<file path="src/rtl/core/bpcd_pkg.sv">
package bpcd_pkg;

   localparam int BYTE_W              = 8;
   localparam int CFG_W               = 12;
   localparam int LEN_W               = 31;
   localparam int HDR_BYTES           = 4;
   localparam int DIGEST_BYTES        = 16;
   localparam int DIGEST_BIT          = 7;
   localparam int HCNT_W              = $clog2(DIGEST_BYTES);
   localparam int BLOCK_BYTES_DEFAULT = 4096;
   localparam int QUEUE_DEPTH         = 4;

   typedef enum logic [1:0] {
      PH_HEADER  = 2'd0,
      PH_DIGEST  = 2'd1,
      PH_PAYLOAD = 2'd2
   } bpcd_phase_type;

   // one byte moving between front, queue and back
   typedef struct packed {
      logic              valid;
      logic [BYTE_W-1:0] data;
   } bpcd_beat_type;

endpackage

</file>
<file path="src/rtl/core/bpcd_front.sv">
module bpcd_front
   import bpcd_pkg::*;
#(
   parameter int BLOCK_BYTES = BLOCK_BYTES_DEFAULT
) (
   input  logic             clock,
   input  logic             reset,
   input  logic             req_valid,
   output logic             req_ready,
   input  logic [BYTE_W-1:0] req_raw_byte,
   input  logic             csr_valid,
   output logic             csr_ready,
   input  logic [CFG_W-1:0] csr_start_block_offset,
   input  logic             q_ready,
   output bpcd_beat_type    q_beat
);

   localparam int     POS_W     = $clog2(BLOCK_BYTES);
   // floor(off / BLOCK_BYTES) = (off * RCP_M) >> RCP_S, exact for any 12-bit offset
   localparam int     RCP_S     = CFG_W + POS_W;
   localparam int     RCP_W     = CFG_W + 2;
   localparam longint RCP_M     = ((longint'(1) << RCP_S) + BLOCK_BYTES - 1) / BLOCK_BYTES;
   localparam int     PROD_W    = CFG_W + RCP_W;
   localparam int     RED_STEPS = 2;
   localparam int     STEP_W    = 2;

   logic [POS_W-1:0]  pos_ff, pos_in;
   logic [STEP_W-1:0] red_cnt_ff, red_cnt_in;
   logic [CFG_W-1:0]  off_ff, off_in, quo_ff, quo_in, red_sub;
   logic [RCP_W-1:0]  rcp;
   logic [PROD_W-1:0] prod;
   logic              busy, accept;

   assign busy      = (red_cnt_ff != '0);
   // a pending csr write goes first
   assign req_ready = !busy && q_ready && !csr_valid;
   assign csr_ready = !busy;
   assign accept    = req_valid && req_ready;

   // step one: quotient by reciprocal, step two: subtract
   assign rcp     = RCP_W'(RCP_M);
   assign prod    = {{RCP_W{1'b0}}, off_ff} * {{CFG_W{1'b0}}, rcp};
   assign red_sub = CFG_W'(quo_ff * CFG_W'(BLOCK_BYTES));

   always_comb begin
      pos_in     = pos_ff;
      red_cnt_in = red_cnt_ff;
      off_in     = off_ff;
      quo_in     = quo_ff;
      if (csr_valid && csr_ready) begin
         red_cnt_in = STEP_W'(RED_STEPS);
         off_in     = csr_start_block_offset;
      end else if (busy) begin
         red_cnt_in = red_cnt_ff - 1'b1;
         if (red_cnt_ff == STEP_W'(RED_STEPS)) begin
            quo_in = CFG_W'(prod >> RCP_S);
         end else begin
            pos_in = POS_W'(off_ff - red_sub);
         end
      end else if (accept) begin
         pos_in = (pos_ff == POS_W'(BLOCK_BYTES - 1)) ? '0 : pos_ff + 1'b1;
      end
   end

   // byte at block position zero is a marker and never reaches the queue
   always_comb begin
      q_beat.valid = accept && (pos_ff != '0);
      q_beat.data  = req_raw_byte;
   end

   always_ff @(posedge clock) begin
      if (reset) begin
         pos_ff     <= '0;
         red_cnt_ff <= '0;
      end else begin
         pos_ff     <= pos_in;
         red_cnt_ff <= red_cnt_in;
      end
      off_ff <= off_in;
      quo_ff <= quo_in;
   end

endmodule

</file>
<file path="src/rtl/core/bpcd_queue.sv">
module bpcd_queue
   import bpcd_pkg::*;
(
   input  logic          clock,
   input  logic          reset,
   input  bpcd_beat_type push_beat,
   output logic          push_ready,
   output bpcd_beat_type pop_beat,
   input  logic          pop_ready
);

   localparam int PTR_W = $clog2(QUEUE_DEPTH);
   localparam int CNT_W = $clog2(QUEUE_DEPTH + 1);

   logic [BYTE_W-1:0] mem [QUEUE_DEPTH];
   logic [PTR_W-1:0]  wr_ptr_ff, wr_ptr_in, rd_ptr_ff, rd_ptr_in;
   logic [CNT_W-1:0]  cnt_ff, cnt_in;
   logic              do_push, do_pop;

   assign push_ready     = (cnt_ff != CNT_W'(QUEUE_DEPTH));
   assign do_push        = push_beat.valid && push_ready;
   assign pop_beat.valid = (cnt_ff != '0);
   assign pop_beat.data  = mem[rd_ptr_ff];
   assign do_pop         = pop_beat.valid && pop_ready;

   always_comb begin
      wr_ptr_in = wr_ptr_ff;
      rd_ptr_in = rd_ptr_ff;
      cnt_in    = cnt_ff;
      if (do_push) begin
         wr_ptr_in = (wr_ptr_ff == PTR_W'(QUEUE_DEPTH - 1)) ? '0 : wr_ptr_ff + 1'b1;
      end
      if (do_pop) begin
         rd_ptr_in = (rd_ptr_ff == PTR_W'(QUEUE_DEPTH - 1)) ? '0 : rd_ptr_ff + 1'b1;
      end
      if (do_push && !do_pop) begin
         cnt_in = cnt_ff + 1'b1;
      end else if (do_pop && !do_push) begin
         cnt_in = cnt_ff - 1'b1;
      end
   end

   always_ff @(posedge clock) begin
      if (reset) begin
         wr_ptr_ff <= '0;
         rd_ptr_ff <= '0;
         cnt_ff    <= '0;
      end else begin
         wr_ptr_ff <= wr_ptr_in;
         rd_ptr_ff <= rd_ptr_in;
         cnt_ff    <= cnt_in;
      end
   end

   always_ff @(posedge clock) begin
      if (do_push) begin
         mem[wr_ptr_ff] <= push_beat.data;
      end
   end

endmodule

</file>
<file path="src/rtl/core/bpcd_back.sv">
module bpcd_back
   import bpcd_pkg::*;
(
   input  logic              clock,
   input  logic              reset,
   input  bpcd_beat_type     q_beat,
   output logic              q_ready,
   output logic              rsp_valid,
   input  logic              rsp_ready,
   output logic [BYTE_W-1:0] rsp_payload_byte,
   output logic              rsp_first_flag,
   output logic              rsp_last_flag,
   output logic              rsp_digest_present,
   output logic              rsp_empty_chunk
);

   bpcd_phase_type    phase_ff, phase_in;
   logic [HCNT_W-1:0] cnt_ff, cnt_in;
   logic [LEN_W-1:0]  len_ff, len_in, rem_ff, rem_in, len_new, fin_len;
   logic              digest_ff, digest_in, first_ff, first_in;
   logic              take, hdr_done, dig_done, finish, fin_empty;
   logic              res_v;
   logic [BYTE_W-1:0] res_byte;
   logic              res_first, res_last, res_empty;

   logic              ov_ff, ov_in;
   logic [BYTE_W-1:0] ob_ff;
   logic              of_ff, ol_ff, od_ff, oe_ff;

   assign q_ready = !ov_ff || rsp_ready;
   assign take    = q_beat.valid && q_ready;

   assign len_new  = (cnt_ff == '0) ? LEN_W'(q_beat.data[DIGEST_BIT-1:0])
                                     : {len_ff[LEN_W-BYTE_W-1:0], q_beat.data};
   assign hdr_done = (cnt_ff == HCNT_W'(HDR_BYTES - 1));
   assign dig_done = (cnt_ff == HCNT_W'(DIGEST_BYTES - 1));

   // next phase
   always_comb begin
      phase_in = phase_ff;
      if (take) begin
         unique case (phase_ff)
            PH_PAYLOAD: if (rem_ff == LEN_W'(1)) phase_in = PH_HEADER;
            PH_DIGEST:  if (dig_done) phase_in = (len_ff == '0) ? PH_HEADER : PH_PAYLOAD;
            default: begin
               if (phase_ff == PH_HEADER && hdr_done) begin
                  if (digest_in)            phase_in = PH_DIGEST;
                  else if (len_new == '0)   phase_in = PH_HEADER;
                  else                      phase_in = PH_PAYLOAD;
               end else begin
                  phase_in = PH_HEADER;
               end
            end
         endcase
      end
   end

   // datapath and result
   always_comb begin
      cnt_in    = cnt_ff;
      len_in    = len_ff;
      rem_in    = rem_ff;
      digest_in = digest_ff;
      first_in  = first_ff;
      finish    = 1'b0;
      fin_len   = len_ff;
      res_v     = 1'b0;
      res_byte  = q_beat.data;
      res_first = first_ff;
      res_last  = 1'b0;
      res_empty = 1'b0;
      if (take) begin
         unique case (phase_ff)
            PH_PAYLOAD: begin
               rem_in   = rem_ff - 1'b1;
               res_v    = 1'b1;
               res_last = (rem_ff == LEN_W'(1));
               first_in = res_last;
               cnt_in   = '0;
            end
            PH_DIGEST: begin
               cnt_in = cnt_ff + 1'b1;
               if (dig_done) begin
                  finish = 1'b1;
               end
            end
            default: begin
               // a leftover count from an odd phase restarts the header
               if (phase_ff != PH_HEADER || cnt_ff >= HCNT_W'(HDR_BYTES)) begin
                  cnt_in = HCNT_W'(1);
               end else begin
                  cnt_in = cnt_ff + 1'b1;
               end
               if (phase_ff != PH_HEADER || cnt_ff == '0 || cnt_ff >= HCNT_W'(HDR_BYTES)) begin
                  digest_in = q_beat.data[DIGEST_BIT];
                  len_in    = LEN_W'(q_beat.data[DIGEST_BIT-1:0]);
               end else begin
                  len_in    = len_new;
               end
               fin_len = len_in;
               if (phase_ff == PH_HEADER && hdr_done) begin
                  cnt_in = '0;
                  finish = !digest_in;
               end
            end
         endcase
         if (finish) begin
            cnt_in   = '0;
            first_in = 1'b1;
            rem_in   = fin_len;
            if (fin_len == '0) begin
               res_v     = 1'b1;
               res_byte  = '0;
               res_first = 1'b1;
               res_last  = 1'b1;
               res_empty = 1'b1;
            end
         end
      end
      fin_empty = finish && (fin_len == '0);
   end

   assign ov_in = take ? res_v : (ov_ff && !rsp_ready);

   always_ff @(posedge clock) begin
      if (reset) begin
         phase_ff  <= PH_HEADER;
         cnt_ff    <= '0;
         len_ff    <= '0;
         rem_ff    <= '0;
         digest_ff <= 1'b0;
         first_ff  <= 1'b1;
         ov_ff     <= 1'b0;
      end else begin
         phase_ff  <= phase_in;
         cnt_ff    <= cnt_in;
         len_ff    <= len_in;
         rem_ff    <= rem_in;
         digest_ff <= digest_in;
         first_ff  <= first_in;
         ov_ff     <= ov_in;
      end
   end

   always_ff @(posedge clock) begin
      if (take && res_v) begin
         ob_ff <= res_byte;
         of_ff <= res_first;
         ol_ff <= res_last;
         od_ff <= digest_in;
         oe_ff <= res_empty && fin_empty;
      end
   end

   assign rsp_valid          = ov_ff;
   assign rsp_payload_byte   = ob_ff;
   assign rsp_first_flag     = of_ff;
   assign rsp_last_flag      = ol_ff;
   assign rsp_digest_present = od_ff;
   assign rsp_empty_chunk    = oe_ff;

endmodule

</file>
<file path="src/rtl/core/block_prefixed_chunk_deframer_core.sv">
// Chunk deframer for block-structured files. Raw file bytes enter on the req_
// channel, one request per cycle while req_ready is high. The block position
// counts bytes modulo BLOCK_BYTES from the offset held in the csr_ register;
// each byte that lands on block position zero is a marker and is dropped. The
// rest are parsed as chunks: a 4-byte big-endian header (top bit announces a
// 16-byte digest, which is skipped unchecked, low 31 bits the payload length),
// then the payload bytes, each given out on rsp_ with first/last marks. A
// zero-length chunk gives one response with rsp_empty_chunk set and a zero
// byte. The front end (position counter, marker drop) feeds a four-entry
// queue, and the back end (header parser, response register) drains it; a
// payload byte taken from req_ passes through a queue entry and the response
// register before it shows on rsp_, and with rsp_ready held high and no csr
// write the block sustains one byte per cycle. A csr write reduces the offset
// modulo BLOCK_BYTES by a reciprocal multiply, then a subtract, while req_ready
// and csr_ready stay low; req_ready is also low while csr_valid is high.
module block_prefixed_chunk_deframer_core
   import bpcd_pkg::*;
#(
   parameter int BLOCK_BYTES = BLOCK_BYTES_DEFAULT
) (
   input  logic              clock,
   input  logic              reset,
   input  logic              req_valid,
   output logic              req_ready,
   input  logic [BYTE_W-1:0] req_raw_byte,
   output logic              rsp_valid,
   input  logic              rsp_ready,
   output logic [BYTE_W-1:0] rsp_payload_byte,
   output logic              rsp_first_flag,
   output logic              rsp_last_flag,
   output logic              rsp_digest_present,
   output logic              rsp_empty_chunk,
   input  logic              csr_valid,
   output logic              csr_ready,
   input  logic [CFG_W-1:0]  csr_start_block_offset
);

   bpcd_beat_type front_beat, back_beat;
   logic          front_q_ready, back_q_ready;

   // front: block position and marker removal
   bpcd_front #(
      .BLOCK_BYTES(BLOCK_BYTES)
   ) u_front (
      .clock                  (clock),
      .reset                  (reset),
      .req_valid              (req_valid),
      .req_ready              (req_ready),
      .req_raw_byte           (req_raw_byte),
      .csr_valid              (csr_valid),
      .csr_ready              (csr_ready),
      .csr_start_block_offset (csr_start_block_offset),
      .q_ready                (front_q_ready),
      .q_beat                 (front_beat)
   );

   // decoupling queue, lets either side stall alone
   bpcd_queue u_queue (
      .clock      (clock),
      .reset      (reset),
      .push_beat  (front_beat),
      .push_ready (front_q_ready),
      .pop_beat   (back_beat),
      .pop_ready  (back_q_ready)
   );

   // back: header/digest parse and response register
   bpcd_back u_back (
      .clock              (clock),
      .reset              (reset),
      .q_beat             (back_beat),
      .q_ready            (back_q_ready),
      .rsp_valid          (rsp_valid),
      .rsp_ready          (rsp_ready),
      .rsp_payload_byte   (rsp_payload_byte),
      .rsp_first_flag     (rsp_first_flag),
      .rsp_last_flag      (rsp_last_flag),
      .rsp_digest_present (rsp_digest_present),
      .rsp_empty_chunk    (rsp_empty_chunk)
   );

   // an empty chunk response always carries both marks and a zero byte
   a_empty_shape : assert property (@(posedge clock) disable iff (reset)
      rsp_valid && rsp_empty_chunk |->
         rsp_first_flag && rsp_last_flag && (rsp_payload_byte == '0))
      else $error("empty chunk response malformed");

   // offset reduction blocks requests right after a csr write
   a_cfg_blocks : assert property (@(posedge clock) disable iff (reset)
      csr_valid && csr_ready |=> !req_ready && !csr_ready)
      else $error("request accepted during offset reduction");

   // nothing reaches the queue unless a request was taken
   a_push_src : assert property (@(posedge clock) disable iff (reset)
      front_beat.valid |-> req_valid && req_ready)
      else $error("queue push without request");

endmodule
</file>
<file path="config.mk">
export PLATFORM = sky130hd
export DESIGN_NAME = block_prefixed_chunk_deframer_core
export DESIGN_NICKNAME = d
export VERILOG_FILES = /design/src/rtl/core/bpcd_pkg.sv /design/src/rtl/core/bpcd_front.sv /design/src/rtl/core/bpcd_queue.sv /design/src/rtl/core/bpcd_back.sv /design/src/rtl/core/block_prefixed_chunk_deframer_core.sv
export SDC_FILE = /design/constraint.sdc
export NUM_CORES = 1
export LEC_CHECK = 0
export ABC_AREA = 1
export BUFFER_PORTS_ARGS = -buffer_cell sky130_fd_sc_hd__buf_2
export CORE_MARGIN = 3
export CORE_UTILIZATION = 32
export DETAILED_ROUTE_END_ITERATION = 8
export GPL_ROUTABILITY_DRIVEN = 1
export PLACE_DENSITY = 0.54
export SYNTH_ARGS = -nofsm -noshare
export SYNTH_HDL_FRONTEND = slang
export SYNTH_SLANG_ARGS = --single-unit
</file>
<file path="constraint.sdc">
create_clock -name clock -period 4.7 [get_ports clock]
set_input_delay 0.94 -clock clock [delete_from_list [all_inputs] [get_ports clock]]
set_output_delay 0.94 -clock clock [all_outputs]
set_load 0.01 [all_outputs]
</file>
* After elaboration in Yosys (flattened, before gate mapping)
Memories as Yosys holds them, arrays and structs flattened. A register that Yosys moved wholly into a read port is not among the register bits.
Index checks and enable logic that the tools add are counted.
** Cells by class
- Order comparisons :: 1
- Reduce and logical (&&, ||, !) cells :: 44
- Bitwise logic cells :: 1
- $add $sub $neg :: 8
- Multiplexer cells :: 61
- Eq/ne operators :: 13
** Operators with widths (number)
- 31-bit two-way mux :: 7
- 31-bit logical NOT :: 4
- 12-bit two-way mux :: 4
- 31-bit by 1-bit == test with 1-bit output (second input constant) :: 1
- 31-bit by 1-bit subtractor with 31-bit output (second input constant) :: 1
- 1-bit two-way mux :: 27
- 2-bit two-way mux :: 12
- 8-bit two-way mux :: 3
- 1-bit logical AND :: 14
- 12-bit by 1-bit adder with 12-bit output (second input constant) :: 1
- 12-bit == test (second input constant) :: 1
- 4-bit two-way mux :: 3
- 12-bit nonzero test :: 1
- 2-bit nonzero test :: 6
- 2-bit == test (second input constant) :: 4
- 4-bit case mux with 2 select lines :: 1
- 1-bit logical NOT :: 7
- 3-bit two-way mux :: 2
- 3-bit AND reduction :: 2
- 2-bit by 1-bit adder with 2-bit output (second input constant) :: 2
- 4-bit by 1-bit adder with 4-bit output (second input constant) :: 1
- 4-bit by 2-bit == test with 1-bit output (second input constant) :: 1
- 4-bit == test (second input constant) :: 1
- 4-bit by 3-bit >= comparator with 1-bit output (second input constant) :: 1
- 16 further kinds :: 21
** Word-level totals
- Bits in registers :: 116
- Memory bits (writable) :: 32
- Bits of input ports :: 25
- Memories kept :: 1
** Memory list
- u_queue.mem :: depth 4, bits a word 8, read ports 1, clocked after memory_dff 1, wr ports 1, RTL line bpcd_queue.sv:15 : logic [BYTE_W-1:0] mem [QUEUE_DEPTH];

* Depth between registers and ports, before layout
Gate-level depths: netlist of run 1.
- Depth in word-level cells :: 13
- Mapped depth :: 16
- Depth with buffers taken out :: 14

* Modules after synthesis
Synthesis of run 1 repeated with hierarchy kept, for this count alone.
** Second synthesis, totals
- Cells, all modules :: 1087
- Area total of the unflattened synthesis :: 8136.6 µm²
** By module, submodules not included
- bpcd_back :: cells an instance 770, area each 5027.3 µm², seq. area each 1781.7 µm², instances 1
- bpcd_queue :: cells an instance 145, area each 1696.6 µm², seq. area each 1141.1 µm², instances 1
- bpcd_front :: cells an instance 172, area each 1412.6 µm², seq. area each 640.6 µm², instances 1

* Worst setup path after synthesis of run 1
OpenSTA, ideal clock, no wires.
- Kind :: input -> register
- From :: input rsp_ready
- To :: register u_queue.cnt_ff[2]
- Arrival time :: 2.660 ns
- Buffers on the path :: 1
- Setup slack :: 1.918 ns
- Cell stages on the path :: 11
- Cells stage by stage :: nor2_1 > a21oi_4 > inv_2 > buf_1 > ha_1 > inv_1 > fa_1 > a21oi_1 > o21ai_0 > o21ai_0 > a21oi_1
** On the way
- Cells in the longest elaborated chain, start to end :: 5
** RTL lines
- start: declaration :: RTL line block_prefixed_chunk_deframer_core.sv:27 : input logic rsp_ready,
- 1-bit logical OR * :: RTL line bpcd_back.sv:30 : assign q_ready = !ov_ff || rsp_ready;
- 1-bit logical AND * :: RTL line bpcd_queue.sv:24 : assign do_pop = pop_beat.valid && pop_ready;
- 1-bit logical NOT :: RTL line bpcd_queue.sv:36 : if (do_push && !do_pop) begin
- 1-bit logical AND :: RTL line bpcd_queue.sv:36
- 3-bit two-way mux or 2-bit nonzero test (tied branches)
- end signal: assignment :: RTL line bpcd_queue.sv:51 : cnt_ff <= cnt_in;
- end: declaration :: RTL line bpcd_queue.sv:17 : logic [CNT_W-1:0] cnt_ff, cnt_in;
Every way passes the cells marked *; elsewhere a longest branch is shown, timed or not.
A chain may end at the register's enable or synchronous reset.

* Worst setup path after layout of run 1
- From :: register u_back.phase_ff[1]
- To :: register u_back.ob_ff[6], in the netlist u_back.rsp_payload_byte[6] (enable)
** On the way
- Cells in the longest elaborated chain, start to end :: 13
** RTL lines
- start: declaration :: RTL line bpcd_back.sv:17 : bpcd_phase_type phase_ff, phase_in;
- start signal: assignment :: RTL line bpcd_back.sv:135 : phase_ff <= phase_in;
- 2-bit nonzero test :: RTL line bpcd_back.sv:94 : if (phase_ff != PH_HEADER || cnt_ff == '0 || cnt_ff >= HCNT_W'(HDR_BYTES)) begin
- 1-bit logical OR (2 in series) :: RTL line bpcd_back.sv:94
- 1-bit two-way mux :: RTL line bpcd_back.sv:94
- 1-bit two-way mux :: RTL line bpcd_back.sv:73 : unique case (phase_ff)
- 1-bit two-way mux :: RTL line bpcd_back.sv:72 : if (take) begin
- 1-bit logical NOT :: RTL line bpcd_back.sv:103 : finish = !digest_in;
- 1-bit two-way mux :: RTL line bpcd_back.sv:101 : if (phase_ff == PH_HEADER && hdr_done) begin
- 1-bit case mux with 2 select lines :: RTL line bpcd_back.sv:73
- 1-bit two-way mux :: RTL line bpcd_back.sv:72
- 1-bit two-way mux * :: RTL line bpcd_back.sv:107 : if (finish) begin
- 1-bit two-way mux * :: RTL line bpcd_back.sv:72
- 1-bit logical AND * :: RTL line bpcd_back.sv:146 : if (take && res_v) begin
- end signal: assignment :: RTL line bpcd_back.sv:147 : ob_ff <= res_byte;
- end: declaration :: RTL line bpcd_back.sv:27 : logic [BYTE_W-1:0] ob_ff;
Every way passes the cells marked *; elsewhere a longest branch is shown, timed or not. The select of a mux whose other input is x is not followed.

==> results of run 1 <==
-- layout by cell type, fill, tap and decap left out, types with 3 or more instances in the layout --
cell,count
xor2_1,10
a21oi_1,87
nand2_1,262
or2_1,3
nand3_1,58
buf_2,39
nor2_1,135
nand3_2,3
a211oi_1,5
dfxtp_1,94
xnor2_1,4
inv_1,96
inv_8,3
nor2_2,18
inv_6,6
edfxtp_1,56
nor4_1,7
nor2_4,5
nand2_4,3
nand4_1,18
o21a_1,5
or2_2,3
o211ai_1,9
clkbuf_16,17
ha_1,15
nor3_1,16
inv_2,9
nand2_2,11
a31oi_1,10
buf_4,8
o21ai_0,84
-- state kept, by name, summed over array words and instances (netlist names), 2 cells and up, named ones only --
name,count
u_back.rsp_payload_byte,8
u_queue.wr_ptr_ff,2
u_front.off_ff,12
u_back.cnt_ff,4
u_back.rem_ff,31
u_queue.mem,32
u_queue.cnt_ff,3
u_back.len_ff,31
u_back.phase_ff,2
u_front.red_cnt_ff,2
u_front.pos_ff,12
u_queue.rd_ptr_ff,2
-- area by class of cell --
type                            instances  area [sq um]  area share
Clock buffer                           17           425      0.0464
Clock inverter                         15           184      0.0201
Inverter                              109           417      0.0455
Multi-Input combinational cell        789          3910       0.427
Sequential cell                       150          3560       0.389
Tap cell                              324           405      0.0442
Timing Repair Buffer                   47           255      0.0279
-- cells in the mapped netlist (2+ instances only) --
library cell / number
buf_6: 7
edfxtp_1: 56
a31oi_1: 10
o21ai_0: 84
nor2_1: 135
nor3_1: 16
o21a_1: 5
buf_2: 12
nand3_1: 58
nor4_1: 7
o211ai_1: 9
or2_1: 3
nor2_4: 5
xnor2_1: 4
and2_1: 2
nor2_2: 18
nand2_2: 11
ha_1: 15
xor2_1: 10
nand2_1: 262
inv_2: 9
buf_4: 6
a211oi_1: 5
nand3_2: 3
clkbuf_1: 16
a21boi_0: 2
or2_2: 3
dfxtp_1: 94
nand4_1: 18
nand2_4: 3
a21oi_1: 87
inv_1: 97
-- critical path, stage by stage, from the launching register on --
cell      delay, ps
dfxtp_1         340
inv_1            80
ha_1            440
buf_4           350
nor2_1          270
a21boi_0        630
nand2_1         100
nor2_1          120
nand2_1         100
nor2_4          130
nand3_4         120
nand2_1         390
-- routing by layer --
metal	up-vias	routed length, microns	share of wire	global-route usage
met2	176	9570	0.43	0.253
li1	3657	-	-	-
met1	3319	11200	0.51	0.252
met5	-	0	0	0
met3	19	959	0.044	0.0264
met4	0	283	0.013	0.0488
-- logic make-up after synthesis --
family,synth area share
buffers and inverters,0.0822
AND/OR/NAND/NOR,0.299
XOR/XNOR,0.0151
AO/OA/AOI/OAI,0.141
flip-flops,0.437
adder cells (fa/ha/maj),0.0255
-- power breakdown --
group,switching [mW],total (mW),internal [mW]
Combinational,2.31,3.39,1.08
Clock,0.613,1.42,0.807
Sequential,0.241,1.85,1.61
-- path summary, 6_finish.rpt --
check,from,endpoint,slack (ps),depth (start not counted)
setup / recovery,u_back.phase_ff[1],u_back.rsp_payload_byte[6],1250,11
setup reg to reg,u_back.phase_ff[1],u_back.rsp_payload_byte[6],1250,11
hold reg to reg,u_front.red_cnt_ff[1],u_front.red_cnt_ff[1],470,2
hold / removal,u_front.red_cnt_ff[1],u_front.red_cnt_ff[1],470,2
-- per-stage QoR --
stage	instances	util	cell area, sq um
after detailed placement	1419	0.347	8550
after floorplan	1091	-	8150
after global routing	1451	0.371	9160
after global placement	1419	0.347	8550
after CTS	1451	0.371	9160
final	1451	0.371	9160
==> metrics.md, run 1 <==
| Metric | Value |
|---|---|
| Syn-to-layout area delta | `12.5%` |
| Setup bufs post-CTS | `0` |
| Vias per cell | `just under 5` |
| Clk sink count | `150` |
| Rows | `57` |
| Synth Warn # | `0` |
| RSZ-0062 raised after global routing | `no` |
| CTS tree | `done` |
| Fmax | `0.290 GHz` |
| Depth of the CTS H-tree | `4` |
| Sequential share of the synthesized area | `0.437` |
| Pwr Total | `approximately 6.7 mW` |
| CP Class | `reg2reg` |
| RD Place Congestion | `~0.87` |
| Post-Place Worst Slack | `~1300 ps` |
| Critical Path End Type | `flip-flop` |
| Syn nets | `between 1000 and 1500` |
| Worst-path maximum fanout | `26` |
| MaxCap Viol Count | `0` |
| Share of cells above drive strength 1 | `0.123` |
| First-pass GRT wire length | `36100 microns` |
| Die Ht | `between 150 and 200 microns` |
| Synth async-reset ratio | `0` |
| Fin Setup TNS | `0 ps` |
| Synth cell types | `51` |
| PwrDens | `slightly above 700 nW/um^2` |
| Rel. slew slack | `0.427` |
| Diode count | `0` |
| Initial Utilization | `0.330` |
| Estimated wirelength of the detail-placed design | `roughly 16000 microns` |
| Clock Tree Buf Depth | `2` |
| TritonCTS Buffers | `17` |
| Initial DRC count | `532` |
| WL final | `22000 microns` |
| Synth area leader | `dfxtp_1` |
| Final-report max-slew violation count | `0` |
| #FFs+latches synth | `150` |
| Post-synthesis cell area | `8150 sq um` |
| Number of nets still failing antenna checks after routing | `0` |
| Gr ovfl total | `0` |
| Synth area leaders | `dfxtp_1, edfxtp_1, nand2_1` |
| Post-synth top area share | `0.231` |
| Initial antenna violation count | `0` |
| Area of the core | `~25000 sq um` |
| Slew @ Worst Pin | `~860 ps` |
| Average wire per cell in the routed design | `15.2 microns` |
| Post-CTS resize count | `0` |
| Clock skew | `approximately 12 ps` |
| Final min period | `~3400 ps` |
| Die area | `between 20000 and 30000 sq um` |
| Vias in the first global route | `6776` |
| Tcrit/Tclk final | `0.734` |
| Post-synth EDFFs | `56` |
| Post-Syn Instances | `between 1000 and 1500` |
| Hold WC Path Type | `reg2reg` |
| Syn_area_per_cell | `roughly 7.5 sq um` |
| Worst Setup Slack, final | `roughly 1300 ps` |
| Boundary pin count | `40` |
| Outcome | `completed` |
| CTS root buffer | `clkbuf_16` |
| CTS clk-pin slew, worst paths | `70 ps` |
| Hold Slack | `around 470 ps` |
| Worst EP arrival | `~3500 ps` |
| Final nets | `1155` |
| Hold buffer count at CTS | `0` |
| Post-synth top flop | `dfxtp_1` |
| Fillcell total | `~2700` |
| Pre-antenna DRT Iters | `5` |
| Largest net degree at the start of global routing | `between 40 and 50` |
| Die X | `around 170 microns` |
| Total GRT Usage | `0.170` |
| Peak supply drop | `about 0.32 mV` |
| Startpoint types | `flip-flop` |
| Port bufs | `39` |
| Drc violations | `0` |
| Leak | `a little under 4 nW` |
| Final hold violation count | `0` |
| Required time worst endpoint | `4760 ps` |
| Worst skew pair latency | `between 400 and 500 ps` |
| Vias | `7171` |
| Setup Viol. Count Final | `0` |
Note: power is estimated with default switching activity, not from simulation.
==> inputs of run 2 (changes only) <==
==> constraint.sdc (replaced) <==
create_clock -name clock -period 3.5 [get_ports clock]
set_input_delay 0.7 -clock clock [delete_from_list [all_inputs] [get_ports clock]]
set_output_delay 0.7 -clock clock [all_outputs]
set_load 0.01 [all_outputs]
==> metrics.md, run 2 (synthesized netlist as in run 1, its figures left out) <==
| Metric | Value |
|---|---|
| Hold WC Path Type | `in2reg` |
| Final-report max-slew violation count | `0` |
| Hold buffer count at CTS | `0` |
| RR Endpoint | `u_back.rsp_payload_byte[3]` |
| Gr ovfl total | `0` |
| Die Ht | `around 170 microns` |
| Initial antenna violation count | `0` |
| Required time worst endpoint | `between 3000 and 4000 ps` |
| Diode count | `0` |
| Share of cells above drive strength 1 | `0.126` |
| Startpoint types | `flip-flop` |
| Most common cell after layout, fill and taps aside | `nand2_1` |
| Total GRT Usage | `0.171` |
| Largest register by flop count | `u_queue.mem` |
| Drc violations | `0` |
| RD Place Congestion | `slightly below 0.9` |
| RSZ-0062 raised after global routing | `no` |
| Worst-path maximum fanout | `19` |
| Slew @ Worst Pin | `833 ps` |
| Tcrit/Tclk final | `0.879` |
| Clk sink count | `150` |
| Most frequent cells in the layout | `nand2_1, nor2_1, inv_1` |
| Largest net degree at the start of global routing | `just under 50` |
| Initial Utilization | `0.330` |
| PwrDens | `~990 nW/um^2` |
| Setup bufs post-CTS | `0` |
| Number of nets still failing antenna checks after routing | `0` |
| CP startpoint | `u_back.phase_ff[0]` |
| Rows | `between 50 and 60` |
| Max reg flops | `32` |
| Hold Slack | `434 ps` |
| Pre-antenna DRT Iters | `5` |
| Setup Viol. Count Final | `0` |
| Dpl cell area | `between 8000 and 9000 sq um` |
| Final non-filler cell total | `1456` |
| WL final | `approximately 22000 microns` |
| Estimated wirelength of the detail-placed design | `~16000 microns` |
| Rel. slew slack | `0.443` |
| CP max-delay cell | `ha_1` |
| CTS tree | `done` |
| Average wire per cell in the routed design | `approximately 15 microns` |
| Clock skew | `about 11 ps` |
| Worst skew pair latency | `about 440 ps` |
| Final hold violation count | `0` |
| CP Capture Point | `u_back.rsp_payload_byte[3]` |
| Reg2Reg Depth | `12` |
| Critical Path End Type | `flip-flop` |
| Fin Setup TNS | `0 ps` |
| Syn-to-layout area delta | `13.3%` |
| Depth of the CTS H-tree | `4` |
| Post-layout util | `0.374` |
| TritonCTS Buffers | `17` |
| Initial DRC count | `approximately 570` |
| Worst EP arrival | `3150 ps` |
| Final min period | `3080 ps` |
| Hold Path Stages | `1` |
| R2r setup slk | `about 420 ps` |
| MaxCap Viol Count | `0` |
| Crit-path max cell delay | `580 ps` |
| Cell Chain, Critical Path | `inv_1 > ha_1 > inv_2 > nand4_4 > nor2_1 > nor2_1 > nand2_1 > nor2_1 > nand2_1 > nor2_4 > nand3_4 > nand2_1` |
| CTS root buffer | `clkbuf_16` |
| Area of the core | `~25000 sq um` |
| Leak | `3.90 nW` |
| Vias in the first global route | `just under 7000` |
| CTS clk-pin slew, worst paths | `roughly 70 ps` |
| Top flop regs | `u_queue.mem (32), u_back.len_ff (31), u_back.rem_ff (31)` |
| First-pass GRT wire length | `approximately 36000 microns` |
| Clock Tree Buf Depth | `2` |
| Port bufs | `39` |
| Die area | `27400 sq um` |
| Final nets | `1160` |
| Reg2reg start | `u_back.phase_ff[0]` |
| Boundary pin count | `40` |
| Outcome | `completed` |
| Post-CTS resize count | `0` |
| Vias per cell | `4.91` |
| Final instance area | `just over 9000 sq um` |
| Vias | `roughly 7200` |
| # placed instances | `approximately 1400` |
| Fmax | `roughly 0.33 GHz` |
| Die X | `166 microns` |
| CP Class | `reg2reg` |
| Peak supply drop | `0.473 mV` |
[run 2: changes by cell type in the layout (fill, tap and decap cells not counted)]
cell	delta
inv_6	-2
clkbuf_1	+1
buf_4	+5
clkinvlp_4	-1
clkinv_2	-1
clkinv_1	-1
bufinv_16	+1
inv_1	+1
inv_8	+2
[run 2: area by class of cell]
type	instances	area [sq um]
clock buffer	18	429
clock inverter	14	206
fill	2573	15400
inverter	109	417
multi-input combinational	789	3910
sequential	150	3560
tap	324	405
timing repair buffer	52	293
[run 2: per-stage QoR]
| stage | total power [mW] | worst slack [ps] |
|---|---|---|
| 5_1_grt | 9.89 | 88.2 |
| 4_1_cts | 9.11 | 418 |
| 3_3_place_gp | 7.11 | 530 |
| 3_5_place_dp | 7.09 | 436 |
| 2_1_floorplan | 6.04 | 958 |
| 6_report | 9.09 | 424 |
[run 2: where the power goes]
part	leakage [nW]	internal [mW]	total, mW	switching [mW]
sequential	1.28	2.16	2.46	0.301
combinational	2.31	1.49	4.64	3.15
clock	0.312	1.16	1.99	0.830
total	3.90	4.81	9.09	4.28
[run 2: worst min path at each step]
stage	from	endpoint	slack [ps]
2_1_floorplan	u_front.red_cnt_ff[1]	u_front.red_cnt_ff[1]	450
3_3_place_gp	u_front.red_cnt_ff[1]	u_front.red_cnt_ff[1]	460
4_1_cts	csr_start_block_offset[0]	u_front.off_ff[0]	410
5_1_grt	csr_start_block_offset[5]	u_front.off_ff[5]	410
3_5_place_dp	u_front.red_cnt_ff[1]	u_front.red_cnt_ff[1]	460
6_report	csr_start_block_offset[4]	u_front.off_ff[4]	430
[run 2: critical path: cells and delay by family (launching register included)]
family	cells	cell delay, ps
simple gates	9	1450
fa+ha+maj	1	580
flops	1	350
buf+inv	2	300
[run 2: layer usage]
layer / track usage / wire [microns]
met5: 0 / 0
met4: 0.0503 / 284
met3: 0.0372 / 1030
met2: 0.257 / 9800
met1: 0.246 / 11200
